<file path="src/hw/rtl/pcmsn_pkg.sv">
`default_nettype none
package pcmsn_pkg;

   // table geometry
   localparam int MAX_CHANNELS = 64;
   localparam int MAX_FRAME    = 4096;
   localparam int CH_W         = 6;
   localparam int ELEM_W       = 12;
   localparam int NCH_W        = 7;
   localparam int FRAME_W      = 13;
   localparam int DATA_W       = 32;
   localparam int CSR_IDX_W    = 2;

   // request function codes
   localparam logic FUNC_LOAD   = 1'b0;
   localparam logic FUNC_SAMPLE = 1'b1;

   // register indexes
   localparam logic [CSR_IDX_W-1:0] CSR_NUM_CHANNELS = 2'd0;
   localparam logic [CSR_IDX_W-1:0] CSR_FRAME_SIZE   = 2'd1;
   localparam logic [CSR_IDX_W-1:0] CSR_SCALE        = 2'd2;

   // divider: 50 quotient bits, two per cycle
   localparam int DVD_W     = 50;
   localparam int DIV_STEPS = 25;
   localparam int DIV_CNT_W = 5;

   // frame geometry seen by the front end
   typedef struct packed {
      logic [NCH_W-1:0]   num_channels;
      logic [FRAME_W-1:0] frame_size;
      logic               restart;
   } geometry_type;

   // one sample waiting between front and back
   typedef struct packed {
      logic [DATA_W-1:0] sample;
      logic [DATA_W-1:0] mean;
      logic [DATA_W-1:0] deviation;
      logic [CH_W-1:0]   channel;
      logic              last;
   } entry_type;

endpackage
`default_nettype wire

</file>
<file path="src/hw/rtl/pcmsn_queue.sv">
`default_nettype none
module pcmsn_queue (
   input  wire logic                 clock,
   input  wire logic                 reset,
   input  wire logic                 push,
   input  wire pcmsn_pkg::entry_type push_entry,
   output logic                      full,
   input  wire logic                 pop,
   output pcmsn_pkg::entry_type      pop_entry,
   output logic                      empty
);

   localparam int DEPTH = 2;
   localparam int PTR_W = 1;

   pcmsn_pkg::entry_type  slot_ff [DEPTH];
   logic [PTR_W-1:0]      wr_ptr_ff, wr_ptr_in;
   logic [PTR_W-1:0]      rd_ptr_ff, rd_ptr_in;
   logic [PTR_W:0]        count_ff, count_in;

   assign full      = (count_ff == (PTR_W+1)'(DEPTH));
   assign empty     = (count_ff == '0);
   assign pop_entry = slot_ff[rd_ptr_ff];

   // pointer and fill count
   always_comb begin
      wr_ptr_in = wr_ptr_ff;
      rd_ptr_in = rd_ptr_ff;
      count_in  = count_ff;
      if (push && !full) begin
         wr_ptr_in = wr_ptr_ff + PTR_W'(1);
      end
      if (pop && !empty) begin
         rd_ptr_in = rd_ptr_ff + PTR_W'(1);
      end
      if ((push && !full) && !(pop && !empty)) begin
         count_in = count_ff + (PTR_W+1)'(1);
      end else if (!(push && !full) && (pop && !empty)) begin
         count_in = count_ff - (PTR_W+1)'(1);
      end
   end

   always_ff @(posedge clock) begin
      if (reset) begin
         wr_ptr_ff <= '0;
         rd_ptr_ff <= '0;
         count_ff  <= '0;
      end else begin
         wr_ptr_ff <= wr_ptr_in;
         rd_ptr_ff <= rd_ptr_in;
         count_ff  <= count_in;
      end
   end

   always_ff @(posedge clock) begin
      if (push && !full) begin
         slot_ff[wr_ptr_ff] <= push_entry;
      end
   end

endmodule
`default_nettype wire

</file>
<file path="config.mk">
export PLATFORM = sky130hd
export DESIGN_NAME = pcmsn_queue
export DESIGN_NICKNAME = d
export VERILOG_FILES = /design/src/hw/rtl/pcmsn_pkg.sv /design/src/hw/rtl/pcmsn_queue.sv
export SDC_FILE = /design/constraint.sdc
export NUM_CORES = 1
export LEC_CHECK = 0
export ABC_AREA = 1
export BUFFER_PORTS_ARGS = -buffer_cell sky130_fd_sc_hd__buf_2
export CORE_AREA = 2 2 230 119
export CTS_CLUSTER_SIZE = 20
export DETAILED_ROUTE_END_ITERATION = 16
export DIE_AREA = 0 0 232 121
export PLACE_DENSITY_LB_ADDON = 0.25
export RECOVER_POWER = 25
export SYNTH_ARGS = -nofsm -noshare
export SYNTH_HDL_FRONTEND = slang
export SYNTH_SLANG_ARGS = --single-unit
export TNS_END_PERCENT = 100
</file>
<file path="constraint.sdc">
create_clock -name clock -period 6.2 [get_ports clock]
set_clock_uncertainty 0.15 [all_clocks]
set_input_delay 0.31 -clock clock [delete_from_list [all_inputs] [get_ports clock]]
set_output_delay 0.31 -clock clock [all_outputs]
set_load 0.1 [all_outputs]
</file>
==> flow_metrics.env, run 1 <==
export IMPL_outcome="finished clean"
export IMPL_first_pass_iters=4
export IMPL_p_leak_nw=3.865
export IMPL_fill_cells=2398
export IMPL_setup_violations=0
export IMPL_drive_gt1_share_pct=41.71
export IMPL_fin_crit_sh_pct=52.15
export IMPL_core_area_mm2=0.02601
export IMPL_critPathKind="flop to primary output"
export IMPL_placed_cell_area_mm2=0.009141
export IMPL_ys_types=15
export IMPL_worstMarginPinSlew_ps=879.7
export IMPL_min_path_cells=4
export IMPL_routed_wirelength_um=16560
export IMPL_rows=42
export IMPL_clk_latency_ps=490
export IMPL_worstHoldPathType="primary input to flop"
export IMPL_gp_congestion=0.7648
export IMPL_drtIter0Drc=260
export IMPL_grt_first_pass_wirelength_um=25060
export IMPL_powerDensity_mw_per_mm2=491.9
export IMPL_die_h_um=121
export IMPL_period_minus_slack_ps=3233
export IMPL_relSlewSlack_pct=41.35
export IMPL_via_per_inst=4.146
export IMPL_critPathLaunchType="flop"
export IMPL_io_pins=212
export IMPL_finalMaxSlewViolations=0
export IMPL_fin_area_mm2=0.01072
export IMPL_clkTransAtPathRegs_ps=60
export IMPL_dp_cells=914
export IMPL_finalSetupTns_ps=0
export IMPL_dp_hpwl_um=10610
export IMPL_synthCells=357
export IMPL_synth_seq_area_share_pct=81.74
export IMPL_layout_common_cells="206 x edfxtp_1, 154 x buf_2, 104 x dlygate4sd3_1, 103 x mux2_2, 59 x clkbuf_1"
export IMPL_rsz0062_at_grt="false"
export IMPL_ir_drop_mv=0.2655
export IMPL_area_delta_synth_final_pct=39.46
export IMPL_instances_no_fill=1052
export IMPL_r2r_slack_ps=3410
export IMPL_initial_core_util_pct=29.56
export IMPL_grt_pass1_vias=4631
export IMPL_clockRootBuffer="clkbuf_16"
export IMPL_diodes=0
export IMPL_antenna_found_initial=0
export IMPL_antenna_left=0
export IMPL_worstHoldStart="pop"
export IMPL_arrival_ps=2770
export IMPL_hold_viol=0
export IMPL_grt_start_max_net_pins=62
export IMPL_wl_per_cell_um=15.74
export IMPL_ys_ff_latch=211
export IMPL_tritoncts="done"
export IMPL_synth_warnings=0
export IMPL_cts_buffers_inserted=20
export IMPL_die_w_um=232
export IMPL_synthesis_area_mm2=0.007690
export IMPL_io_buffers=211
export IMPL_cts_max_level=1
export IMPL_syn_nets=465
export IMPL_syn_avg_cell_area_um2=21.54
export IMPL_r2r_end="slot_ff[0][13]"
export IMPL_die_area_mm2=0.02807
export IMPL_total_power_mw=5.275
export IMPL_mostFrequentLayoutCell="edfxtp_1"
export IMPL_grt_overflow=0
export IMPL_dp_slack_ps=3403
export IMPL_cp_end_kind="primary output"
export IMPL_required_ps=5740
export IMPL_multi_input_area_mm2=0.001284
export IMPL_fmax_mhz=309.3
export IMPL_register_area_mm2=0.006290
export IMPL_fin_nets=796
export IMPL_track_usage_pct=11.63
export IMPL_cts_sinks=211
export IMPL_drc=0
export IMPL_ctsLongestPathBuffers=3
export IMPL_timing_rr_start="count_ff[0]"
export IMPL_r2r_cells=4
export IMPL_fin_util_pct=41.23
export IMPL_cp_max_fo=61
export IMPL_vias=4362
export IMPL_holdWs_ps=162.1
export IMPL_fin_ws_ps=2967
export IMPL_cts_resized_gates=0
export IMPL_drv_cap=0
worst max-delay path, cell delays in order (launching register included):
cell     delay, ps
dfxtp_4        710
buf_4          720
mux2_2         330
buf_2          430
worst max path at each step:
stage	slack, ps	end	start
2_1_floorplan	640	slot_ff[0][0]	count_ff[0]
3_3_place_gp	3430	pop_entry[97]	flop
3_5_place_dp	3400	slot_ff[0][72]	count_ff[0]
4_1_cts	2850	pop_entry[73]	flop
5_1_grt	2770	pop_entry[97]	flop
6_report	2970	pop_entry[70]	flop
cell usage after synthesis:
library cell / number / area [um^2]
o21ai_0: 5 / 25.02
nand2_1: 4 / 15.01
nand4_1: 1 / 6.260
mux2_2: 103 / 1160
nand3_1: 1 / 5.000
nor2_1: 9 / 33.78
a21oi_1: 1 / 5.000
dfxtp_1: 5 / 100.1
edfxtp_1: 206 / 6186
buf_6: 7 / 78.83
buf_4: 1 / 7.510
and2_1: 1 / 6.260
ha_1: 1 / 12.51
inv_1: 9 / 33.78
buf_2: 3 / 15.01
cell families after synthesis:
| family | count (synthesis) | share of synthesized area, % |
|---|---|---|
| buffers and inverters | 20 | 1.757 |
| adders and majority gates | 1 | 0.1627 |
| and+or+nand+nor | 16 | 0.8623 |
| DFF | 211 | 81.74 |
| AOI/OAI and AO/OA | 6 | 0.3904 |
| muxes | 103 | 15.08 |
cell type report:
type                            count  share of cell area [%]
Tap cell                          352                   4.107
Timing Repair Buffer              320                   19.24
Inverter                            9                  0.3150
Clock inverter                     10                  0.7117
Multi-Input combinational cell    126                   11.97
Clock buffer                       24                   5.005
Sequential cell                   211                   58.65
sequential cells by signal (all words and copies together) (netlist names), named ones only:
signal / flops
wr_ptr_ff: 1
count_ff: 2
rd_ptr_ff: 1
slot_ff: 206
report_power, final:
part	leakage (nW)	switching [mW]	total (mW)	internal, mW
Clock	0.304	0.501	1.16	0.660
Combinational	1.60	1.83	2.23	0.409
Sequential	1.96	0.0744	1.88	1.80
per-layer routing:
metal / vias up / GRT usage, % / routed length [um]
met2: 141 / 18.96 / 7618
met1: 2148 / 15.55 / 7625
met5: - / 0 / 0
met3: 20 / 3.242 / 1016
met4: 0 / 2.444 / 301
li1: 2053 / - / -
what timing repair did:
action,in CTS,in global routing
setup buffers,0,0
hold buffers,104,0
endpoints found under the hold margin,211,0
No activity file was read; power rests on OpenSTA's default activity.
==> run 2: changes to the inputs <==
==> constraint.sdc (replaced) <==
create_clock -name clock -period 2.8 [get_ports clock]
set_clock_uncertainty 0.15 [all_clocks]
set_input_delay 0.14 -clock clock [delete_from_list [all_inputs] [get_ports clock]]
set_output_delay 0.14 -clock clock [all_outputs]
set_load 0.1 [all_outputs]
==> flow_metrics.env, run 2 (synthesis results as in run 1) <==
export IMPL_outcome="finished clean"
export IMPL_worstMarginPinSlew_ps=522.2
export IMPL_ir_drop_mv=0.6174
export IMPL_tritoncts="done"
export IMPL_drtIter0Drc=241
export IMPL_clkTransAtPathRegs_ps=60
export IMPL_critPathLaunchType="flop"
export IMPL_rsz0062_at_grt="false"
export IMPL_fin_crit_sh_pct=80.69
export IMPL_routed_wirelength_um=16910
export IMPL_max_flop_register="slot_ff"
export IMPL_required_ps=2510
export IMPL_wl_per_cell_um=16.01
export IMPL_finalMaxSlewViolations=0
export IMPL_relSlewSlack_pct=65.42
export IMPL_drv_cap=0
export IMPL_largest_register_ffs=206
export IMPL_cts_resized_gates=0
export IMPL_hold_viol=0
export IMPL_instances_no_fill=1056
export IMPL_cts_max_level=1
export IMPL_powerDensity_mw_per_mm2=1082
export IMPL_period_minus_slack_ps=2259
export IMPL_dp_hpwl_um=10560
export IMPL_grt_start_max_net_pins=71
export IMPL_arrival_ps=1970
export IMPL_grt_pass1_vias=4763
export IMPL_slowest_stage="mux2_2"
export IMPL_path_buf_inv=2
export IMPL_initial_core_util_pct=29.56
export IMPL_ctsLongestPathBuffers=3
export IMPL_grt_overflow=0
export IMPL_path_delay_family="buffers and inverters"
export IMPL_core_area_mm2=0.02601
export IMPL_fmax_mhz=442.6
export IMPL_diodes=0
export IMPL_critPathKind="flop to primary output"
export IMPL_vias=4427
export IMPL_rows=42
export IMPL_grt_first_pass_wirelength_um=25160
export IMPL_cts_sinks=211
export IMPL_mostFrequentLayoutCell="edfxtp_1"
export IMPL_die_h_um=121
export IMPL_antenna_found_initial=0
export IMPL_area_delta_synth_final_pct=41.23
export IMPL_fin_util_pct=41.75
export IMPL_worstHoldPathType="primary input to flop"
export IMPL_die_area_mm2=0.02807
export IMPL_gp_congestion=0.7576
export IMPL_cts_buffers_inserted=21
export IMPL_clk_latency_ps=490
export IMPL_dp_slack_ps=964.8
export IMPL_drive_gt1_share_pct=42.76
export IMPL_via_per_inst=4.192
export IMPL_clockRootBuffer="clkbuf_16"
export IMPL_drc=0
export IMPL_die_w_um=232
export IMPL_track_usage_pct=11.67
export IMPL_io_buffers=211
export IMPL_cp_end_kind="primary output"
export IMPL_p_leak_nw=3.923
export IMPL_crit_path_cell_trace="buf_4 -> mux2_2 -> buf_2"
export IMPL_cpPeakStageDelay_ps=420
export IMPL_fin_nets=803
export IMPL_first_pass_iters=4
export IMPL_biggestRegsByFlops="slot_ff (206), count_ff (2)"
export IMPL_layout_common_cells="206 x edfxtp_1, 154 x buf_2, 106 x dlygate4sd3_1, 103 x mux2_2, 53 x clkbuf_1"
export IMPL_setup_violations=0
export IMPL_cp_max_fo=33
export IMPL_fin_ws_ps=540.8
export IMPL_antenna_left=0
export IMPL_dp_cells=918
export IMPL_io_pins=212
## run 2: metal layers
metal / up-vias / track usage, % / wire length [um]
li1: 2075 / - / -
met3: 30 / 3.524 / 1118
met2: 147 / 19.31 / 7820
met4: 0 / 3.245 / 386
met5: - / 0 / 0
met1: 2175 / 14.88 / 7581
## run 2: metrics by stage
step / hold WS [ps] / total power, mW / instance area (um^2) / setup TNS [ps]
global placement: 177.8 / 9.137 / 9259 / 0
floorplan: 88.87 / 8.402 / 7695 / -219440
CTS: 185.5 / 11.92 / 10930 / 0
detailed placement: 181.8 / 9.186 / 9259 / 0
global route: 201.1 / 12.20 / 10860 / 0
finish: 214.1 / 11.75 / 10860 / 0
## run 2: layout make-up
class	instances	area [um^2]
fill	2354	15150
sequential	211	6290
clock inverter	8	70.07
inverter	9	33.78
clock buffer	24	536.8
tap	352	440.4
multi-input combinational	126	1284
timing repair buffer	326	2206
## run 2: final timing paths
path | start | to | slack [ps] | cells past startpoint
max | flop | pop_entry[52] | 540 | 3
min | push_entry[87] | slot_ff[0][87] | 210 | 2
max reg2reg | count_ff[0] | slot_ff[0][10] | 980 | 4
min reg2reg | wr_ptr_ff | wr_ptr_ff | 410 | 2
## run 2: repair_timing
| action | CTS | global route |
|---|---|---|
| endpoints found under the hold margin | 211 | 0 |
| hold buffers | 106 | 0 |
| buffers inserted | 0 | 0 |
| setup endpoints to repair | 0 | 0 |
## run 2: power breakdown
part | total [mW] | internal [mW] | switching [mW]
sequential | 4.09 | 3.99 | 0.104
combinational | 5.10 | 0.980 | 4.12
clock | 2.56 | 1.46 | 1.10
total | 11.8 | 6.42 | 5.33
