## config.mk

```make
export PLATFORM = sky130hd
export DESIGN_NAME = pcmsn_back
export DESIGN_NICKNAME = d
export VERILOG_FILES = /design/src/hw/rtl/pcmsn_pkg.sv /design/src/hw/rtl/pcmsn_back.sv
export SDC_FILE = /design/constraint.sdc
export NUM_CORES = 2
export LEC_CHECK = 0
export BUFFER_PORTS_ARGS = -buffer_cell sky130_fd_sc_hd__buf_2
export CORE_MARGIN = 2
export CORE_UTILIZATION = 40
export CTS_CLUSTER_DIAMETER = 200
export CTS_CLUSTER_SIZE = 8
export DETAILED_ROUTE_END_ITERATION = 6
export GPL_TIMING_DRIVEN = 0
export PLACE_DENSITY_LB_ADDON = 0.12
export SLEW_MARGIN = 20
export SYNTH_ARGS = -nofsm -noshare
export SYNTH_HDL_FRONTEND = slang
export SYNTH_SLANG_ARGS = --single-unit
```

## constraint.sdc

```tcl
create_clock -name clock -period 12.8 [get_ports clock]
set_input_delay 2.56 -clock clock [delete_from_list [all_inputs] [get_ports clock]]
set_output_delay 2.56 -clock clock [all_outputs]
set_load 0.02 [all_outputs]
```

## src/hw/rtl/pcmsn_pkg.sv

```systemverilog
`default_nettype none
package pcmsn_pkg;

   // table geometry
   localparam int MAX_CHANNELS = 64;
   localparam int MAX_FRAME    = 4096;
   localparam int CH_W         = 6;
   localparam int ELEM_W       = 12;
   localparam int NCH_W        = 7;
   localparam int FRAME_W      = 13;
   localparam int DATA_W       = 32;
   localparam int CSR_IDX_W    = 2;

   // request function codes
   localparam logic FUNC_LOAD   = 1'b0;
   localparam logic FUNC_SAMPLE = 1'b1;

   // register indexes
   localparam logic [CSR_IDX_W-1:0] CSR_NUM_CHANNELS = 2'd0;
   localparam logic [CSR_IDX_W-1:0] CSR_FRAME_SIZE   = 2'd1;
   localparam logic [CSR_IDX_W-1:0] CSR_SCALE        = 2'd2;

   // divider: 50 quotient bits, two per cycle
   localparam int DVD_W     = 50;
   localparam int DIV_STEPS = 25;
   localparam int DIV_CNT_W = 5;

   // frame geometry seen by the front end
   typedef struct packed {
      logic [NCH_W-1:0]   num_channels;
      logic [FRAME_W-1:0] frame_size;
      logic               restart;
   } geometry_type;

   // one sample waiting between front and back
   typedef struct packed {
      logic [DATA_W-1:0] sample;
      logic [DATA_W-1:0] mean;
      logic [DATA_W-1:0] deviation;
      logic [CH_W-1:0]   channel;
      logic              last;
   } entry_type;

endpackage
`default_nettype wire

```

## src/hw/rtl/pcmsn_back.sv

```systemverilog
`default_nettype none
module pcmsn_back (
   input  wire logic                         clock,
   input  wire logic                         reset,
   input  wire logic [pcmsn_pkg::DATA_W-1:0] scale,
   input  wire logic                         queue_empty,
   input  wire pcmsn_pkg::entry_type         head,
   output logic                              pop,
   output logic                              rsp_valid,
   input  wire logic                         rsp_stall,
   output logic [pcmsn_pkg::DATA_W-1:0]      rsp_out_value,
   output logic [pcmsn_pkg::CH_W-1:0]        rsp_out_channel,
   output logic                              rsp_frame_last,
   output logic                              rsp_saturated
);

   localparam logic [2:0] ST_IDLE   = 3'd0;
   localparam logic [2:0] ST_DIV    = 3'd1;
   localparam logic [2:0] ST_MUL_HI = 3'd2;
   localparam logic [2:0] ST_MUL_LO = 3'd3;
   localparam logic [2:0] ST_SUM    = 3'd4;
   localparam logic [2:0] ST_DONE   = 3'd5;

   localparam int W  = pcmsn_pkg::DATA_W;
   localparam int DW = pcmsn_pkg::DVD_W;

   // one restoring step: next remainder, shifted dividend with quotient bit
   function automatic logic [W+DW-1:0] div_step(input logic [W-1:0]  rem,
                                                input logic [DW-1:0] dvd,
                                                input logic [W-1:0]  dvsr);
      logic [W:0]   trial;
      logic [W:0]   sub;
      logic         q_bit;
      logic [W-1:0] rem_n;
      trial = {rem, dvd[DW-1]};
      sub   = trial - {1'b0, dvsr};
      q_bit = (trial >= {1'b0, dvsr});
      rem_n = q_bit ? sub[W-1:0] : trial[W-1:0];
      return {rem_n, dvd[DW-2:0], q_bit};
   endfunction

   logic [2:0]                      state_ff, state_in;
   logic [pcmsn_pkg::DIV_CNT_W-1:0] cnt_ff, cnt_in;
   logic [W-1:0]                    rem_ff, rem_in;
   logic [DW-1:0]                   dvd_ff, dvd_in;
   logic [W-1:0]                    dvsr_ff, dvsr_in;
   logic                            neg_ff, neg_in;
   logic [pcmsn_pkg::CH_W-1:0]      ch_ff, ch_in;
   logic                            last_ff, last_in;
   logic [2*W-1:0]                  p_hi_ff, p_hi_in;
   logic [W-1:0]                    p_lo_ff, p_lo_in;
   logic [2*W-1:0]                  mag_ff, mag_in;

   logic                            out_valid_ff, out_valid_in;
   logic [W-1:0]                    out_value_ff, out_value_in;
   logic [pcmsn_pkg::CH_W-1:0]      out_ch_ff, out_ch_in;
   logic                            out_last_ff, out_last_in;
   logic                            out_sat_ff, out_sat_in;

   logic [W:0]                      diff;
   logic [W:0]                      diff_mag;
   logic [W-1:0]                    dev_mag;
   logic [W-1:0]                    scale_mag;
   logic [W+DW-1:0]                 step_a;
   logic [W+DW-1:0]                 step_b;
   logic [W-1:0]                    mul_a;
   logic [2*W-1:0]                  prod;
   logic                            over;
   logic [2*W-1:0]                  limit;
   logic                            sat;
   logic [2*W-1:0]                  mag_clip;
   logic [2*W-1:0]                  mag_signed;
   logic                            out_free;

   // operand magnitudes at the queue head
   assign diff      = {head.sample[W-1], head.sample} - {head.mean[W-1], head.mean};
   assign diff_mag  = diff[W] ? ((W+1)'(0) - diff) : diff;
   assign dev_mag   = head.deviation[W-1] ? (W'(0) - head.deviation) : head.deviation;
   assign scale_mag = scale[W-1] ? (W'(0) - scale) : scale;

   // two quotient bits per cycle
   assign step_a = div_step(rem_ff, dvd_ff, dvsr_ff);
   assign step_b = div_step(step_a[W+DW-1:DW], step_a[DW-1:0], dvsr_ff);

   // shared multiplier: integer part first, then fraction
   assign mul_a = (state_ff == ST_MUL_HI) ? dvd_ff[W+15:16] : {16'b0, dvd_ff[15:0]};
   assign prod  = {{W{1'b0}}, mul_a} * {{W{1'b0}}, scale_mag};

   // saturation and sign
   assign over       = dvd_ff[W+16];
   assign limit      = neg_ff ? (2*W)'(64'h8000_0000) : (2*W)'(64'h7FFF_FFFF);
   assign sat        = over || (mag_ff > limit);
   assign mag_clip   = sat ? limit : mag_ff;
   assign mag_signed = neg_ff ? ((2*W)'(0) - mag_clip) : mag_clip;

   assign out_free = !out_valid_ff || !rsp_stall;
   assign pop      = (state_ff == ST_IDLE) && !queue_empty;

   always_comb begin
      state_in     = state_ff;
      cnt_in       = cnt_ff;
      rem_in       = rem_ff;
      dvd_in       = dvd_ff;
      dvsr_in      = dvsr_ff;
      neg_in       = neg_ff;
      ch_in        = ch_ff;
      last_in      = last_ff;
      p_hi_in      = p_hi_ff;
      p_lo_in      = p_lo_ff;
      mag_in       = mag_ff;
      out_valid_in = out_valid_ff && rsp_stall;
      out_value_in = out_value_ff;
      out_ch_in    = out_ch_ff;
      out_last_in  = out_last_ff;
      out_sat_in   = out_sat_ff;
      case (state_ff)
         ST_IDLE: begin
            if (pop) begin
               ch_in   = head.channel;
               last_in = head.last;
               neg_in  = (diff[W] != head.deviation[W-1]) != scale[W-1];
               rem_in  = '0;
               dvd_in  = {1'b0, diff_mag, 16'b0};
               dvsr_in = dev_mag;
               cnt_in  = '0;
               if (head.deviation == '0) begin
                  // zero deviation gives zero
                  dvd_in   = '0;
                  mag_in   = '0;
                  state_in = ST_DONE;
               end else begin
                  state_in = ST_DIV;
               end
            end
         end
         ST_DIV: begin
            rem_in = step_b[W+DW-1:DW];
            dvd_in = step_b[DW-1:0];
            cnt_in = cnt_ff + pcmsn_pkg::DIV_CNT_W'(1);
            if (cnt_ff == pcmsn_pkg::DIV_CNT_W'(pcmsn_pkg::DIV_STEPS - 1)) begin
               state_in = ST_MUL_HI;
            end
         end
         ST_MUL_HI: begin
            p_hi_in  = prod;
            state_in = ST_MUL_LO;
         end
         ST_MUL_LO: begin
            p_lo_in  = prod[W+15:16];
            state_in = ST_SUM;
         end
         ST_SUM: begin
            mag_in   = p_hi_ff + {{W{1'b0}}, p_lo_ff};
            state_in = ST_DONE;
         end
         ST_DONE: begin
            if (out_free) begin
               out_valid_in = 1'b1;
               out_value_in = mag_signed[W-1:0];
               out_ch_in    = ch_ff;
               out_last_in  = last_ff;
               out_sat_in   = sat;
               state_in     = ST_IDLE;
            end
         end
         default: begin
            state_in = ST_IDLE;
         end
      endcase
   end

   always_ff @(posedge clock) begin
      if (reset) begin
         state_ff     <= ST_IDLE;
         out_valid_ff <= 1'b0;
      end else begin
         state_ff     <= state_in;
         out_valid_ff <= out_valid_in;
      end
   end

   always_ff @(posedge clock) begin
      cnt_ff       <= cnt_in;
      rem_ff       <= rem_in;
      dvd_ff       <= dvd_in;
      dvsr_ff      <= dvsr_in;
      neg_ff       <= neg_in;
      ch_ff        <= ch_in;
      last_ff      <= last_in;
      p_hi_ff      <= p_hi_in;
      p_lo_ff      <= p_lo_in;
      mag_ff       <= mag_in;
      out_value_ff <= out_value_in;
      out_ch_ff    <= out_ch_in;
      out_last_ff  <= out_last_in;
      out_sat_ff   <= out_sat_in;
   end

   assign rsp_valid       = out_valid_ff;
   assign rsp_out_value   = out_value_ff;
   assign rsp_out_channel = out_ch_ff;
   assign rsp_frame_last  = out_last_ff;
   assign rsp_saturated   = out_sat_ff;

endmodule
`default_nettype wire

```

==> metrics.md <==
| Metric | Value |
|---|---|
| Tcrit/Tclk final | 99.5% |
| Routed length per instance | 25.4 um |
| Slew Limit Fails | 0 |
| Max layer used | met5 |
| Top FF cell, synth | edfxtp_1 |
| Initial Util | 40.3% |
| Setup WS pre-CTS | -3.42 ns |
| Synthesized-area fraction occupied by adder cells | 41.6% |
| Synth unique cells | 96 |
| Slew Limit Headroom | 15.5% |
| #FFs+latches synth | 331 |
| Fmax | 78.5 MHz |
| Share of cells above drive strength 1 | 7.62% |
| Routed Antenna Nets | 0 |
| Detailed Place HPWL | 177000 um |
| Failing checks | DRC |
| Fin Clk Skew | 0.0333 ns |
| Worst setup SP type | input port |
| Crit path capture type | flip-flop |
| R2r worst-path depth | 33 |
| Hold path depth | 0 |
| R2r setup slk | 1.06 ns |
| Cell accounting for the most synthesized area | fa_1 |
| Crit path top cell by count | fa_1 |
| Mux contribution to synthesized area | 0.895% |
| Core ar. | 140000 um^2 |
| Placer Congestion | 1.01 |
| Hold/Removal Path Class | flip-flop to flip-flop |
| Total number of vias | 46400 |
| Crit Path Class | input port to flip-flop |
| GR Overflow Total | 0 |
| Synth cell count leaders | 1057 x inv_1, 900 x fa_1, 791 x nand2_1, 657 x nor2_1, 429 x ha_1 |
| # DRC | 3 |
| Die area | 143000 um^2 |
| Row count | 137 |
| Setup TNS | 0 ns |
| Count leader, synth | inv_1 |
| H-tree depth | 2 |
| Total I/O pin count | 181 |
| Synth top area share | 32.1% |
| Die H | 379 um |
| Worst EP arrival | 13.04 ns |
| Top post-synthesis cells by area | fa_1 32%, edfxtp_1 17%, ha_1 9.6% |
| Synthesized net count | 7746 |
| Final wirelength | 214000 um |
| Vias/cell | 5.49 |
| Initial antenna violation count | 14 |
| Worst Slack Setup Final | 0.0675 ns |
| Post-layout min period | 12.73 ns |
| Clk root buf | clkbuf_16 |
| Initial DRC Count | 4171 |
| Synth warn | 0 |
| Clock slew at the register clock pins of the worst setup and hold paths | 0.05 ns |
| IO buf count | 178 |
| Simple-gate portion of the synthesized area | 15.8% |
| Critical path's slowest cell | fa_2 |
| Final hold slack | 0.392 ns |
| Post-layout nets | 8021 |
| RSZ-0062 raised after global routing | true |
| Syn avg cell area | 8.95 um^2 |
| Status | complete, but fails checks |
| Fillers | 14100 |
| Largest net degree at the start of global routing | 57 |
| Inserted Clock Buffers | 47 |
| Clk buf depth | 3 |
| Clock sink count | 331 |
| Worst Hold Launch | ch_ff[3] |
| Worst path bufs/invs | 10 |
| Register area share after synthesis | 17.6% |
| CP required | 13.11 ns |
| Synth Area in XOR/XNOR | 4.39% |
| CP max FO | 10 |
| Post-route core utilization | 44.5% |
| Final setup viols | 0 |
| R2R Path Start | state_ff[2] |
| Die X | 379 um |
| Wl on met1 | 87600 um |
| Hold Path Sink | rsp_out_channel[3] |
| Combinational family with the most area after synthesis | adder cells |
| Gate Count Post-Synth | 6278 |
| Synth Area in Compound Gates | 10.6% |
| Worst skew pair latency | 0.60 ns |
| RR Endpoint | p_hi_ff[63] |
| Max Cap Viol | 0 |
| CTS tree | done |
| Area grow syn2layout | 10.6% |
| Delay-heaviest family, CP | adder cells |
| Async S/R FF share, synth | 0% |
| First-pass GRT wire length | 314000 um |
| Synth Cell Area | 56200 um^2 |
| Met2 wire len | 98300 um |
| Slowest Stage Delay on Critical Path | 0.64 ns |
| Met3 wire length | 15700 um |
| Slew of the pin with the lowest slew margin | 1.27 ns |
| Final Hold Viols | 0 |
| Vias in the first global route | 47000 |
| Initial DRT Pass Iterations | 7 |
| GRT Resource Usage Total | 30.0% |
| Post-synth EDFFs | 327 |
[metal layers]
metal	vias up	GRT usage (%)
met3	458	4.60
met4	6	14.0
met2	1801	49.1
met1	23300	39.1
met5	-	0
li1	20800	-
[worst reg2reg max path: cells and delay by family, from the launching register on]
| family | cells | cell delay (ns) |
|---|---|---|
| compound gates | 8 | 1.80 |
| xor+xnor | 1 | 0.14 |
| fa+ha+maj | 9 | 4.58 |
| buf+inv | 12 | 4.01 |
| flops | 1 | 0.29 |
| simple gates | 3 | 0.65 |
[cell families (layout without fill, tap and decap cells)]
family / count (synthesis) / count (layout)
flops: 331 / 331
xor+xnor: 279 / 279
fa+ha+maj: 1329 / 1329
other cells: 0 / 9
mux: 48 / 48
compound gates: 945 / 945
simple gates: 1999 / 1999
buf+inv: 1347 / 1631
[placed cells by master, fill, tap and decap left out, types with 15 or more instances in the layout]
master | netlist | routed
clkbuf_2 | 1 | 19
nand2b_1 | 29 | 29
buf_1 | 16 | 16
and2_1 | 65 | 64
o31ai_1 | 26 | 24
nor2_1 | 657 | 655
a21oi_1 | 279 | 277
nor3_1 | 84 | 84
o21ai_0 | 247 | 242
nand3_1 | 91 | 91
o211ai_1 | 19 | 19
a21o_1 | 119 | 119
o21bai_1 | 23 | 23
a31oi_1 | 33 | 31
xnor2_1 | 172 | 154
nand2_1 | 791 | 791
nor2b_1 | 25 | 25
buf_6 | 3 | 20
clkbuf_1 | 257 | 227
xor2_2 | 3 | 17
mux2_2 | 18 | 18
or3_1 | 37 | 37
edfxtp_1 | 327 | 327
or2_2 | 17 | 16
xor2_1 | 104 | 87
a211oi_1 | 18 | 17
fa_1 | 900 | 889
and3_1 | 37 | 36
clkbuf_16 | 0 | 47
nand4_1 | 56 | 56
buf_2 | 10 | 189
nor4_1 | 36 | 34
ha_1 | 429 | 415
o21a_1 | 27 | 26
inv_1 | 1057 | 1056
mux2i_1 | 30 | 20
xnor2_2 | 0 | 15
buf_4 | 3 | 32
[how the worst max path moves through the flow]
stage	startpoint	to	slack, ns	cells past startpoint
finish	scale[0]	p_hi_ff[63]	0.07	38
global route	scale[0]	p_hi_ff[63]	-0.08	38
CTS	scale[0]	p_hi_ff[63]	-0.02	39
detailed placement	scale[0]	p_hi_ff[63]	-3.42	38
global placement	scale[0]	p_hi_ff[63]	-3.82	35
floorplan	scale[0]	p_hi_ff[63]	0.54	37
[layout make-up]
type	count	area, um^2	share of cell area [%]
Multi-Input combinational cell	4600	41900	67.5
Sequential cell	331	9900	15.9
Buffer	277	1180	1.91
Timing Repair Buffer	239	1560	2.50
Antenna cell	9	22.5	0.0362
Tap cell	1876	2350	3.78
Inverter	1057	3970	6.39
Clock inverter	4	33.8	0.0544
Clock buffer	54	1200	1.94
[state kept, by name, indices dropped and copies added, names as in the netlist]
register,count
state_ff,3
ch_ff,6
dvsr_ff,32
p_hi_ff,64
p_lo_ff,32
rem_ff,32
mag_ff,64
cnt_ff,5
dvd_ff,50
last_ff,1
rsp_saturated,1
rsp_frame_last,1
rsp_out_value,32
rsp_valid,1
rsp_out_channel,6
neg_ff,1
[stage by stage]
stage          cells  instance area [um^2]
3_5_place_dp    8367                 60200
2_1_floorplan   6278                 56200
5_1_grt         8443                 62100
4_1_cts         8433                 61800
6_report        8447                 62100
3_3_place_gp    8332                 59400
[repair_timing]
action | in CTS | in global routing
resized for setup | 69 | 55
gates cloned | 0 | 1
hold buffers | 0 | 0
endpoints found under the setup margin | 66 | 21
buffers inserted | 16 | 8
pin swaps | 9 | 11
Power is not shown: default switching activity piles up to over one toggle a cycle in this logic, so the estimate is an artifact.
